`src/design/cpc_pkg.sv`:
```
package cpc_pkg;

    localparam int IDX_W = 4;
    localparam int CNT_W = 5;

    localparam logic [1:0] MODE_LOAD = 2'd0;
    localparam logic [1:0] MODE_CLIP = 2'd1;
    localparam logic [1:0] MODE_READ = 2'd2;

    localparam logic [1:0] CORNER_B    = 2'd1;
    localparam logic [1:0] CORNER_C    = 2'd2;
    localparam logic [1:0] CORNER_NONE = 2'd3;

    localparam logic [4:0] DIST_LAST = 5'd4;
    localparam logic [4:0] DIV_LAST  = 5'd16;
    localparam logic [4:0] MIX_LAST  = 5'd5;

    localparam logic [16:0] ONE_Q16  = 17'd65536;
    localparam logic [16:0] HALF_Q16 = 17'd32768;

    typedef enum logic [3:0] {
        S_IDLE,
        S_LOAD,
        S_DIST,
        S_DECIDE,
        S_WALK,
        S_FETCH_A,
        S_FETCH_B,
        S_DIV_INIT,
        S_DIV_STEP,
        S_MIX,
        S_WRITE_CUT,
        S_COMMIT,
        S_STATUS,
        S_READ
    } t_state;

    typedef enum logic [3:0] {
        OP_NONE,
        OP_LATCH,
        OP_LOAD,
        OP_DIST,
        OP_EMPTY,
        OP_WALK_INIT,
        OP_COPY,
        OP_FETCH_A,
        OP_FETCH_B,
        OP_DIV_INIT,
        OP_DIV_STEP,
        OP_MIX,
        OP_WRITE_CUT,
        OP_COMMIT,
        OP_EMIT_STATUS,
        OP_EMIT_VERTEX
    } t_op;

    typedef struct packed {
        t_op              op;
        logic [IDX_W-1:0] idx;
        logic [4:0]       step;
        logic             flag;
    } t_cmd;

    typedef struct packed {
        logic [CNT_W-1:0] size;
        logic [CNT_W-1:0] outs;
        logic             cur_out;
        logic             prv_out;
        logic             nxt_out;
    } t_stat;

endpackage

```
`src/design/cpc_ctrl.sv`:
```
module cpc_ctrl import cpc_pkg::*; #(
    parameter int MAX_VERTICES = 9
) (
    input  logic       i_clk,
    input  logic       i_rst_n,
    input  logic       i_start,
    input  logic [1:0] i_mode,
    input  t_stat      i_stat,
    output t_cmd       o_cmd,
    output logic       o_busy
);

    t_state           r_state, n_state;
    logic [IDX_W-1:0] r_i, n_i;
    logic [4:0]       r_k, n_k;
    logic [IDX_W-1:0] r_ia, n_ia;
    logic [IDX_W-1:0] r_ib, n_ib;
    logic             r_pend, n_pend;
    logic             r_zero, n_zero;

    logic [CNT_W-1:0] sz_m1;
    logic             last_i;
    logic [IDX_W-1:0] prv_idx;
    logic [IDX_W-1:0] nxt_idx;
    logic             gate;

    assign sz_m1   = i_stat.size - CNT_W'(1);
    assign last_i  = ({1'b0, r_i} == sz_m1);
    assign prv_idx = (r_i == '0) ? sz_m1[IDX_W-1:0] : r_i - IDX_W'(1);
    assign nxt_idx = last_i ? '0 : r_i + IDX_W'(1);
    assign gate    = (i_stat.size >= CNT_W'(3)) && (i_stat.size < CNT_W'(MAX_VERTICES));

    always_ff @(posedge i_clk) begin
        if (!i_rst_n) begin
            r_state <= S_IDLE;
            r_i     <= '0;
            r_k     <= '0;
            r_ia    <= '0;
            r_ib    <= '0;
            r_pend  <= 1'b0;
            r_zero  <= 1'b0;
        end else begin
            r_state <= n_state;
            r_i     <= n_i;
            r_k     <= n_k;
            r_ia    <= n_ia;
            r_ib    <= n_ib;
            r_pend  <= n_pend;
            r_zero  <= n_zero;
        end
    end

    always_comb begin
        n_state = r_state;
        n_i     = r_i;
        n_k     = r_k;
        n_ia    = r_ia;
        n_ib    = r_ib;
        n_pend  = r_pend;
        n_zero  = r_zero;
        case (r_state)
            S_IDLE: begin
                if (i_start) begin
                    n_i = '0;
                    n_k = '0;
                    if (i_mode == MODE_LOAD) begin
                        n_state = S_LOAD;
                    end else if (i_mode == MODE_CLIP && gate) begin
                        n_state = S_DIST;
                    end else if (i_mode == MODE_READ && i_stat.size != '0) begin
                        n_state = S_READ;
                    end else begin
                        n_state = S_STATUS;
                    end
                end
            end
            S_LOAD: n_state = S_STATUS;
            S_DIST: begin
                if (r_k == DIST_LAST) begin
                    n_k = '0;
                    if (last_i) begin
                        n_state = S_DECIDE;
                    end else begin
                        n_i = r_i + IDX_W'(1);
                    end
                end else begin
                    n_k = r_k + 5'd1;
                end
            end
            S_DECIDE: begin
                if (i_stat.outs == '0 || i_stat.outs >= i_stat.size) begin
                    n_state = S_STATUS;
                end else begin
                    n_i     = '0;
                    n_state = S_WALK;
                end
            end
            S_WALK: begin
                if (i_stat.cur_out && !i_stat.prv_out) begin
                    n_ia    = prv_idx;
                    n_ib    = r_i;
                    n_zero  = 1'b0;
                    n_pend  = (i_stat.outs == CNT_W'(1));
                    n_state = S_FETCH_A;
                end else if (i_stat.cur_out && !i_stat.nxt_out) begin
                    n_ia    = r_i;
                    n_ib    = nxt_idx;
                    n_zero  = 1'b0;
                    n_pend  = 1'b0;
                    n_state = S_FETCH_A;
                end else if (last_i) begin
                    n_state = S_COMMIT;
                end else begin
                    n_i = r_i + IDX_W'(1);
                end
            end
            S_FETCH_A: n_state = S_FETCH_B;
            S_FETCH_B: n_state = S_DIV_INIT;
            S_DIV_INIT: begin
                n_k     = '0;
                n_state = S_DIV_STEP;
            end
            S_DIV_STEP: begin
                if (r_k == DIV_LAST) begin
                    n_k     = '0;
                    n_state = S_MIX;
                end else begin
                    n_k = r_k + 5'd1;
                end
            end
            S_MIX: begin
                if (r_k == MIX_LAST) begin
                    n_k     = '0;
                    n_state = S_WRITE_CUT;
                end else begin
                    n_k = r_k + 5'd1;
                end
            end
            S_WRITE_CUT: begin
                if (r_pend) begin
                    n_ia    = r_i;
                    n_ib    = nxt_idx;
                    n_zero  = last_i;
                    n_pend  = 1'b0;
                    n_state = S_FETCH_A;
                end else if (last_i) begin
                    n_state = S_COMMIT;
                end else begin
                    n_i     = r_i + IDX_W'(1);
                    n_state = S_WALK;
                end
            end
            S_COMMIT: n_state = S_STATUS;
            S_STATUS: n_state = S_IDLE;
            S_READ: begin
                if (last_i) begin
                    n_state = S_IDLE;
                end else begin
                    n_i = r_i + IDX_W'(1);
                end
            end
            default: n_state = S_IDLE;
        endcase
    end

    always_comb begin
        o_cmd.op   = OP_NONE;
        o_cmd.idx  = r_i;
        o_cmd.step = r_k;
        o_cmd.flag = 1'b0;
        case (r_state)
            S_IDLE: begin
                if (i_start) begin
                    o_cmd.op = OP_LATCH;
                end
            end
            S_LOAD: o_cmd.op = OP_LOAD;
            S_DIST: o_cmd.op = OP_DIST;
            S_DECIDE: begin
                if (i_stat.outs != '0 && i_stat.outs >= i_stat.size) begin
                    o_cmd.op = OP_EMPTY;
                end else if (i_stat.outs != '0) begin
                    o_cmd.op = OP_WALK_INIT;
                end
            end
            S_WALK: begin
                if (!i_stat.cur_out) begin
                    o_cmd.op = OP_COPY;
                end
            end
            S_FETCH_A: begin
                o_cmd.op  = OP_FETCH_A;
                o_cmd.idx = r_ia;
            end
            S_FETCH_B: begin
                o_cmd.op  = OP_FETCH_B;
                o_cmd.idx = r_ib;
            end
            S_DIV_INIT: o_cmd.op = OP_DIV_INIT;
            S_DIV_STEP: o_cmd.op = OP_DIV_STEP;
            S_MIX:      o_cmd.op = OP_MIX;
            S_WRITE_CUT: begin
                o_cmd.op   = OP_WRITE_CUT;
                o_cmd.flag = r_zero;
            end
            S_COMMIT: o_cmd.op = OP_COMMIT;
            S_STATUS: o_cmd.op = OP_EMIT_STATUS;
            S_READ: begin
                o_cmd.op   = OP_EMIT_VERTEX;
                o_cmd.flag = last_i;
            end
            default: o_cmd.op = OP_NONE;
        endcase
    end

    assign o_busy = (r_state != S_IDLE);

    a_idle_holds: assert property (@(posedge i_clk) disable iff (!i_rst_n)
        (r_state == S_IDLE && !i_start) |=> (r_state == S_IDLE))
        else $error("controller left idle without start");

    a_div_bound: assert property (@(posedge i_clk) disable iff (!i_rst_n)
        (r_state == S_DIV_STEP) |-> (r_k <= DIV_LAST))
        else $error("divider step count overran");

    a_read_bound: assert property (@(posedge i_clk) disable iff (!i_rst_n)
        (r_state == S_READ) |-> ({1'b0, r_i} < i_stat.size))
        else $error("readout index beyond polygon size");

endmodule

```
`config.mk`:
```
export PLATFORM = sky130hd
export DESIGN_NAME = cpc_ctrl
export DESIGN_NICKNAME = d
export VERILOG_FILES = /design/src/design/cpc_pkg.sv /design/src/design/cpc_ctrl.sv
export SDC_FILE = /design/constraint.sdc
export NUM_CORES = 1
export LEC_CHECK = 0
export ABC_AREA = 0
export BUFFER_PORTS_ARGS = -buffer_cell sky130_fd_sc_hd__buf_2
export CAP_MARGIN = 20
export CORE_MARGIN = 10
export CORE_UTILIZATION = 50
export DETAILED_ROUTE_END_ITERATION = 8
export PLACE_DENSITY = 0.72
export SLEW_MARGIN = 25
export SYNTH_ARGS = -nofsm -noshare
export SYNTH_HDL_FRONTEND = slang
export SYNTH_SLANG_ARGS = --single-unit
```
`constraint.sdc`:
```
create_clock -name i_clk -period 3.01 [get_ports i_clk]
set_clock_uncertainty 0.2 [all_clocks]
set_input_delay 0.4515 -clock i_clk [delete_from_list [all_inputs] [get_ports i_clk]]
set_output_delay 0.4515 -clock i_clk [all_outputs]
set_load 0.03 [all_outputs]
```
==> flow_summary_export.csv, run 1 <==
group,metric,value,unit
status,status,"completed",
cts,cts_max_path_buffers,2,
setup_path,start_kind,"input port",
logic_synthesis,synth_area,0.00213,mm^2
cts,cts_setup_buffers,0,
floorplanning,initial_core_util,52.4,%
timing,post-route-min-period,2.83,ns
cts,clkTransAtPathRegs,0.08,ns
logic_synthesis,async_reset_ff_share,0,%
cts,htreeDepth,1,
placed_design,port_buffers,32,
worst_hold_path,min-delay-start,"r_ia[3]$_SDFFE_PN0P_",
setup_path,critPathTopFamily,"compound AO/OA/AOI/OAI gates",
grt,grt_antenna_before_repair,0,
power_and_ir_drop,power_leakage,0.00103,uW
placed_design,dp_cells,363,
setup_path,worst-path-buf-inv,3,
setup_path,endpoint,"o_cmd[0]",
logic_synthesis,netlist_top_cells_count,"nand2_1 (30), nor2_1 (30), dfxtp_1 (23)",
logic_synthesis,yosysWarnings,0,
setup_path,r2r_end,"r_state[2]$_SDFFE_PN0P_",
drt,drtIter0Drc,254,
setup_path,reg2reg_from,"r_state[0]$_SDFFE_PN0P_",
setup_path,rrSetupSlack,0.43,ns
logic_synthesis,yosys.area.top_type,"dfxtp_1",
setup_path,critPathMaxFanout,9,
setup_path,cp_slowest_cell,"o211a_1",
floorplanning,die-area,0.00726,mm^2
cts,clock-sinks,23,
placed_design,pre_cts_ws,0.190,ns
timing,timing.final.max_slew_violations,0,
setup_path,critical_path.max_stage_delay,0.35,ns
logic_synthesis,syn_inst,292,
drt,drtAntennaViolNets,0,
logic_synthesis,synth.top_cell.area_share,21.6,%
logic_synthesis,synthTopCellsByArea,"dfxtp_1 (22%), ha_1 (7.1%), nand2_1 (5.3%)",
cts,cts-resized-gates,0,
timing,setup_tns,0,ns
timing,finalWorstSetupSlack,0.177,ns
cts,cts_root_buf,"clkbuf_8",
setup_path,crit_arrival,2.18,ns
grt,grt_max_degree,25,
setup_path,cp.depth,9,
drt,routed-via-count,2252,
worst_hold_path,hold_path_class,"register to register",
drt,detail_route.wl_per_cell,16.0,um
power_and_ir_drop,ir_worst_vdd,0.000303,V
floorplanning,dieHeight,85.2,um
layout,finalInstanceArea,0.00237,mm^2
placed_design,placed_cell_area,0.00233,mm^2
drt,viasPerCell,6.14,
layout,multi_input_area,0.00154,mm^2
floorplanning,io_pins,33,
timing,hold_viol_final,0,
grt,grt_pass1_wl,9.49,mm
layout,nets,348,
logic_synthesis,synth_nets,322,
layout,insertedDiodeCount,0,
drt,wl,5.88,mm
logic_synthesis,ys_ff_latch,23,
cts,hold_buffers,0,
layout,area_growth,11.6,%
flow_run,cap_viol_max_count,0,
layout,fill_cells,382,
logic_synthesis,synth.distinct_cells,57,
drt,drc_errors,0,
grt,grtUsageTotal,15.3,%
cts,clk_latency,0.26,ns
logic_synthesis,yosysSeqAreaShare,21.6,%
setup_path,crit_chain,"buf_2, inv_1, ha_1, nor3b_1, a22o_1, o211a_1, a31oi_1, nor2b_1, buf_2",
logic_synthesis,avgSynthCellArea,7.28,um^2
grt,grt_pass1_vias,1940,
timing,timing.slew.headroom,59.4,%
timing,rsz0062_at_grt,"false",
floorplanning,num_rows,23,
setup_path,critPathKind,"input port to primary output",
cts,cts_buffers,3,
placed_design,place_hpwl,4.53,mm
drt,drtPass1Iterations,5,
power_and_ir_drop,cellPowerDensity,722,mW/mm^2
layout,seqCellArea,460,um^2
timing,fin_crit_sh,94.1,%
setup_path,cp-end-kind,"primary output",
cts,cts_tree,"built",
timing,max_clock_freq,0.353,GHz
layout,layout-drive-gt1-share,14.8,%
floorplanning,core,0.00406,mm^2
logic_synthesis,synth_edf_count,0,
timing,tightest_slew,0.609,ns
setup_path,cpMostUsedCell,"buf_2",
placed_design,gp_congestion,0.936,
layout,fin_util,58.5,%
floorplanning,die-width,85.2,um
layout,layout.cells.non_filler,367,
setup_path,critPathRequiredTime,2.36,ns
setup_path,setup.worst_path.start,"i_stat[8]",
timing,setup_viol,0,
logic_synthesis,synth_ff_type,"dfxtp_1",
setup_path,r2r_cells,6,
grt,grt_overflow,0,
-- routing by layer --
metal,vias to the layer above,track usage (%),part of all wire (%)
met2,75,22.7,44
met5,-,0,0
met1,1050,21.8,47
met3,4,3.82,7.8
li1,1123,-,-
met4,0,2.99,0.65
-- state kept, by name (all words and copies together) (netlist names) --
name     cells
r_zero       1
r_i          4
r_ia         4
r_state      4
r_ib         4
r_pend       1
r_k          5
-- how the worst min path moves through the flow --
stage / endpoint / cells past startpoint
final: r_ia[3]$_SDFFE_PN0P_ / 2
after global routing: r_ia[1]$_SDFFE_PN0P_ / 1
after CTS: r_ia[3]$_SDFFE_PN0P_ / 2
after detailed placement: r_ia[3]$_SDFFE_PN0P_ / 2
after global placement: r_ia[3]$_SDFFE_PN0P_ / 2
after floorplan: r_ia[3]$_SDFFE_PN0P_ / 2
-- cell type report --
cell class	count	share of cell area [%]
Multi-Input combinational cell	237	64.9
Timing Repair Buffer	39	8.96
Inverter	14	2.21
Sequential cell	23	19.4
Clock buffer	4	1.90
Tap cell	50	2.64
-- kinds of logic after synthesis --
kind of cell | Yosys count | synth area share, %
XOR/XNOR | 9 | 4.35
AO/OA/AOI/OAI | 97 | 32.1
flip-flops | 23 | 21.6
buffers and inverters | 32 | 5.94
AND/OR/NAND/NOR | 116 | 27.5
multiplexers | 3 | 1.41
adder cells (fa/ha/maj) | 12 | 7.06
-- report_power, final --
group          internal (uW)  switching, uW
clock network           94.5           98.6
registers                354           87.4
logic                    404            675
-- stage by stage --
step	hold slack [ns]	power [uW]
5_1_grt	0.329	1850
3_3_place_gp	0.262	1500
2_1_floorplan	0.241	1240
4_1_cts	0.277	1700
3_5_place_dp	0.263	1510
6_report	0.277	1710
-- tightest hold or removal path: stages, from the launching register on --
cell,delay [ns]
dfxtp_1,0.32
nand2_1,0.05
a21boi_0,0.06
-- layout by cell type, fill, tap and decap left out, types with 3 or more instances in the layout --
master / instances
o21ai_1: 4
buf_4: 7
nor2b_1: 10
nand2b_1: 9
a31oi_1: 6
clkbuf_8: 3
nor3b_1: 3
o31ai_1: 4
nand4_1: 4
o211ai_1: 10
buf_2: 32
a21boi_1: 4
o211a_1: 5
nor2_1: 30
xor2_1: 3
xnor2_1: 5
nor4_1: 4
a21oi_1: 15
inv_1: 14
o21ai_0: 17
nand3_1: 8
nor3_1: 4
nand2_1: 30
mux2i_1: 3
ha_1: 12
dfxtp_1: 23
a22oi_1: 6
(Power assumes the default switching activity.)
==> run 2, diff against run 1 <==
--- a/config.mk
+++ b/config.mk
@@ -10,6 +10,7 @@
 export CAP_MARGIN = 20
 export CORE_MARGIN = 10
 export CORE_UTILIZATION = 50
+export CTS_BUF_LIST = sky130_fd_sc_hd__clkbuf_16
 export DETAILED_ROUTE_END_ITERATION = 8
 export PLACE_DENSITY = 0.72
 export SLEW_MARGIN = 25
==> run 2 against run 1 <==
Effect of this change:
- clock power is 47% higher
- maximum frequency grew 0.48%
- global-route usage is essentially flat
- flip-flop and latch count unchanged
- non-clock buffer count unchanged
- final area is 1.4% higher
- first-iteration DRC count rose by 11%
- largest power group unchanged
- highest routed layer unchanged
==> flow_summary_export.csv, run 2 (same netlist as run 1, synthesis figures left out) <==
group,metric,value,unit
cts,cts_tree,"built",
power_and_ir_drop,power_leakage,0.00105,uW
timing,max_clock_freq,0.355,GHz
drt,drtIter0Drc,282,
drt,viasPerCell,6.05,
layout,insertedDiodeCount,0,
setup_path,critPathKind,"input port to primary output",
placed_design,gp_congestion,0.936,
drt,detail_route.wl_per_cell,16.1,um
layout,area_growth,13.2,%
floorplanning,num_rows,23,
cts,clkTransAtPathRegs,0.06,ns
drt,drtAntennaViolNets,0,
drt,routed-via-count,2219,
floorplanning,die-width,85.2,um
power_and_ir_drop,p_seq_share,24.4,%
layout,layout-drive-gt1-share,14.8,%
power_and_ir_drop,p_comb_share,59.9,%
grt,grt_pass1_vias,1958,
timing,setup_tns,0,ns
layout,largest_register_ffs,5,
timing,tightest_slew,0.628,ns
power_and_ir_drop,p_sw,876,uW
cts,cts_root_buf,"clkbuf_16",
cts,cts_buffers,3,
timing,setup_viol,0,
floorplanning,die-area,0.00726,mm^2
status,status,"completed",
drt,wl,5.92,mm
layout,layout_common_cells,"buf_2 (32), nor2_1 (30), nand2_1 (30)",
layout,finalInstanceArea,0.00241,mm^2
setup_path,cp-end-kind,"primary output",
floorplanning,io_pins,33,
floorplanning,dieHeight,85.2,um
grt,grt_overflow,0,
grt,grtUsageTotal,15.3,%
layout,regMostFlops,"r_k",
placed_design,placed_cell_area,0.00233,mm^2
timing,post-route-min-period,2.82,ns
cts,cts-resized-gates,0,
setup_path,crit_arrival,2.17,ns
timing,timing.final.max_slew_violations,0,
grt,grt_max_degree,25,
power_and_ir_drop,p_sw_share,48.4,%
flow_run,cap_viol_max_count,0,
timing,hold_viol_final,0,
layout,nets,348,
power_and_ir_drop,cellPowerDensity,753,mW/mm^2
power_and_ir_drop,ir_worst_vdd,0.000323,V
placed_design,port_buffers,32,
cts,clk_latency,0.25,ns
cts,clock-sinks,23,
floorplanning,core,0.00406,mm^2
drt,drtPass1Iterations,4,
cts,cts_max_path_buffers,2,
cts,hold_buffers,0,
timing,fin_crit_sh,93.7,%
placed_design,place_hpwl,4.53,mm
worst_hold_path,hold_path_class,"register to register",
timing,rsz0062_at_grt,"false",
setup_path,start_kind,"input port",
grt,grt_pass1_wl,9.52,mm
power_and_ir_drop,internal_power,936,uW
floorplanning,initial_core_util,52.4,%
grt,grt_antenna_before_repair,0,
timing,timing.slew.headroom,58.0,%
setup_path,critPathMaxFanout,9,
setup_path,critPathRequiredTime,2.36,ns
power_and_ir_drop,clockPowerShare,15.7,%
cts,cts_setup_buffers,0,
cts,htreeDepth,1,
layout,final_common_cell,"buf_2",
drt,drc_errors,0,
run 2: metrics by stage:
step	power, uW	utilization [%]	hold slack, ns	std cells	worst slack (ns)
after floorplan	1240	-	0.241	292	0.155
after detailed placement	1510	57.4	0.263	363	0.190
after CTS	1800	59.3	0.289	367	0.180
final	1810	59.3	0.296	367	0.191
after global routing	1940	59.3	0.323	367	0.0383
after global placement	1500	57.4	0.262	363	0.264
run 2: power groups by stage:
stage                     Sequential [uW]  Combinational, uW  Clock [uW]
after CTS                             439               1070         289
final                                 442               1090         284
after detailed placement              447               1060           0
after global placement                444               1060           0
after floorplan                       403                837           0
after global routing                  450               1190         306
run 2: per-layer routing:
layer  vias up  wire, um  global-route usage (%)
li1       1130         -                       -
met5         -         0                       0
met4         0        28                    3.44
met1      1029      2880                    21.7
met3         2       390                    3.25
met2        58      2620                    22.8
run 2: layout make-up:
type                            count  area (um^2)
Timing Repair Buffer               39          213
Sequential cell                    23          460
Fill cell                         376         1650
Clock inverter                      1         3.75
Multi-Input combinational cell    237         1540
Tap cell                           50         62.6
Clock buffer                        3         75.1
Inverter                           14         52.6
run 2: worst paths after layout:
check                                             start              endpoint  slack (ns)  cells after the start
worst min-delay path               r_ia[3]$_SDFFE_PN0P_  r_ia[3]$_SDFFE_PN0P_        0.30                      2
worst max-delay path                          i_stat[8]              o_cmd[0]        0.19                      9
worst min register to register     r_ia[3]$_SDFFE_PN0P_  r_ia[3]$_SDFFE_PN0P_        0.30                      2
worst max register to register  r_state[0]$_SDFFE_PN0P_   r_i[2]$_SDFFE_PN0P_        0.39                      6
run 2: critical path: stages:
cell	delay, ns
buf_2	0.15
inv_1	0.06
ha_1	0.20
nor3b_1	0.27
a22o_1	0.21
o211a_1	0.34
a31oi_1	0.14
nor2b_1	0.13
buf_2	0.21
==> run 3, diff against run 2 <==
--- a/config.mk
+++ b/config.mk
@@ -8,7 +8,7 @@
 export ABC_AREA = 0
 export BUFFER_PORTS_ARGS = -buffer_cell sky130_fd_sc_hd__buf_2
 export CAP_MARGIN = 20
-export CORE_MARGIN = 10
+export CORE_MARGIN = 3
 export CORE_UTILIZATION = 50
 export CTS_BUF_LIST = sky130_fd_sc_hd__clkbuf_16
 export DETAILED_ROUTE_END_ITERATION = 8
==> run 3 against run 2 <==
Effect of this change:
- register-to-register slack worse by 0.13 ns
- sequential power is 3% higher
- total power is 0.27% higher
- setup slack better by 0.0099 ns
- via count is 4.4% higher
- clock power is 2% higher
- worst hold slack worse by 0.0051 ns
- critical path type unchanged
- largest cell class unchanged
- largest power group unchanged
==> flow_summary_export.csv, run 3 (same netlist as run 1, synthesis figures left out) <==
group,metric,value,unit
setup_path,cp-end-kind,"primary output",
layout,final_common_cell,"buf_2",
cts,htreeDepth,1,
placed_design,dp_cells,364,
cts,clkTransAtPathRegs,0.06,ns
layout,largest_register_ffs,5,
timing,setup_viol,0,
grt,grt_overflow,0,
floorplanning,initial_core_util,52.4,%
placed_design,gp_congestion,0.953,
layout,area_growth,13.7,%
grt,grt_pass1_wl,9.61,mm
timing,max_clock_freq,0.356,GHz
drt,drc_errors,0,
layout,insertedDiodeCount,0,
timing,tightest_slew,0.613,ns
timing,whs,0.291,ns
layout,nets,349,
timing,setup_tns,0,ns
drt,wl,5.82,mm
setup_path,critPathMaxFanout,9,
power_and_ir_drop,ir_worst_vdd,0.000362,V
layout,finalInstanceArea,0.00242,mm^2
timing,fin_crit_sh,93.3,%
setup_path,cpMostUsedCell,"buf_2",
cts,cts_max_path_buffers,2,
setup_path,crit_arrival,2.16,ns
timing,post-route-min-period,2.81,ns
cts,clk_latency,0.26,ns
grt,grt_max_degree,25,
setup_path,crit_chain,"buf_2, inv_1, ha_1, nor3b_1, a22o_1, o211a_1, a31oi_1, nor2b_1, buf_2",
grt,grt_antenna_before_repair,0,
grt,grtUsageTotal,23.0,%
flow_run,cap_viol_max_count,0,
placed_design,place_hpwl,4.45,mm
drt,routed-via-count,2316,
layout,layout.cells.non_filler,368,
power_and_ir_drop,cellPowerDensity,751,mW/mm^2
drt,drtIter0Drc,301,
timing,rsz0062_at_grt,"false",
timing,hold_viol_final,0,
floorplanning,core,0.00406,mm^2
cts,cts-resized-gates,0,
floorplanning,die-width,71.2,um
cts,clock-sinks,23,
drt,detail_route.wl_per_cell,15.8,um
layout,layout_common_cells,"buf_2 (32), nor2_1 (30), nand2_1 (30)",
cts,cts_root_buf,"clkbuf_16",
setup_path,cp_slowest_cell,"o211a_1",
floorplanning,dieHeight,71.2,um
setup_path,critical_path.max_stage_delay,0.34,ns
floorplanning,num_rows,23,
drt,drtAntennaViolNets,0,
worst_hold_path,hold_path_class,"register to register",
placed_design,placed_cell_area,0.00234,mm^2
setup_path,critPathTopFamily,"compound AO/OA/AOI/OAI gates",
placed_design,port_buffers,32,
power_and_ir_drop,power_leakage,0.00105,uW
drt,drtPass1Iterations,5,
cts,cts_buffers,3,
setup_path,worst-path-buf-inv,3,
grt,grt_pass1_vias,2057,
layout,layout-drive-gt1-share,15.4,%
cts,hold_buffers,0,
timing,timing.slew.headroom,59.1,%
timing,timing.final.max_slew_violations,0,
floorplanning,die-area,0.00507,mm^2
cts,cts_tree,"built",
cts,cts_setup_buffers,0,
setup_path,critPathKind,"input port to primary output",
floorplanning,io_pins,33,
status,status,"completed",
drt,viasPerCell,6.29,
layout,regMostFlops,"r_k",
setup_path,start_kind,"input port",
setup_path,critPathRequiredTime,2.36,ns
## run 3: report_power, final
| group | leakage (uW) | switching, uW | internal, uW |
|---|---|---|---|
| clock | 0.0000371 | 111 | 180 |
| sequential | 0.000187 | 99.5 | 355 |
| combinational | 0.000823 | 672 | 400 |
| total | 0.00105 | 882 | 935 |
## run 3: worst register-to-register path, cell delays in order, from the launching register on
cell and delay (ns):
dfxtp_1 0.67, and4bb_2 0.34, a32oi_1 0.49, o2111ai_1 0.30
a21oi_1 0.41, nand3_1 0.13, a21boi_1 0.15
## run 3: final timing paths
kind,end,from,slack (ns),depth (start not counted)
setup / recovery,o_cmd[0],i_stat[8],0.20,9
hold / removal,r_ia[3]$_SDFFE_PN0P_,r_ia[3]$_SDFFE_PN0P_,0.29,2
setup reg to reg,r_i[2]$_SDFFE_PN0P_,r_state[2]$_SDFFE_PN0P_,0.26,6
hold reg to reg,r_ia[3]$_SDFFE_PN0P_,r_ia[3]$_SDFFE_PN0P_,0.29,2
## run 3: routing by layer
layer	GRT usage (%)	share of wire, %	vias to the layer above
li1	-	-	1132
met1	33.0	46	1048
met2	35.6	43	123
met3	2.95	8.9	13
met4	8.14	1.8	0
met5	0	0	-
## run 3: final cells by class
cell class / count / area, um^2
multi-input cells: 237 / 1540
fillers: 393 / 1640
flip-flops and latches: 23 / 460
well taps: 50 / 62.6
clock buffers: 3 / 75.1
repair buffers: 40 / 220
clock inverters: 1 / 7.51
inverters: 14 / 52.6
## run 3: metrics by stage
stage	util [%]	power, uW	worst slack, ns
floorplan	-	1240	0.155
global placement	57.6	1490	0.258
detailed placement	57.6	1500	0.183
CTS	59.6	1800	0.188
global route	59.6	1940	0.0299
finish	59.6	1820	0.201
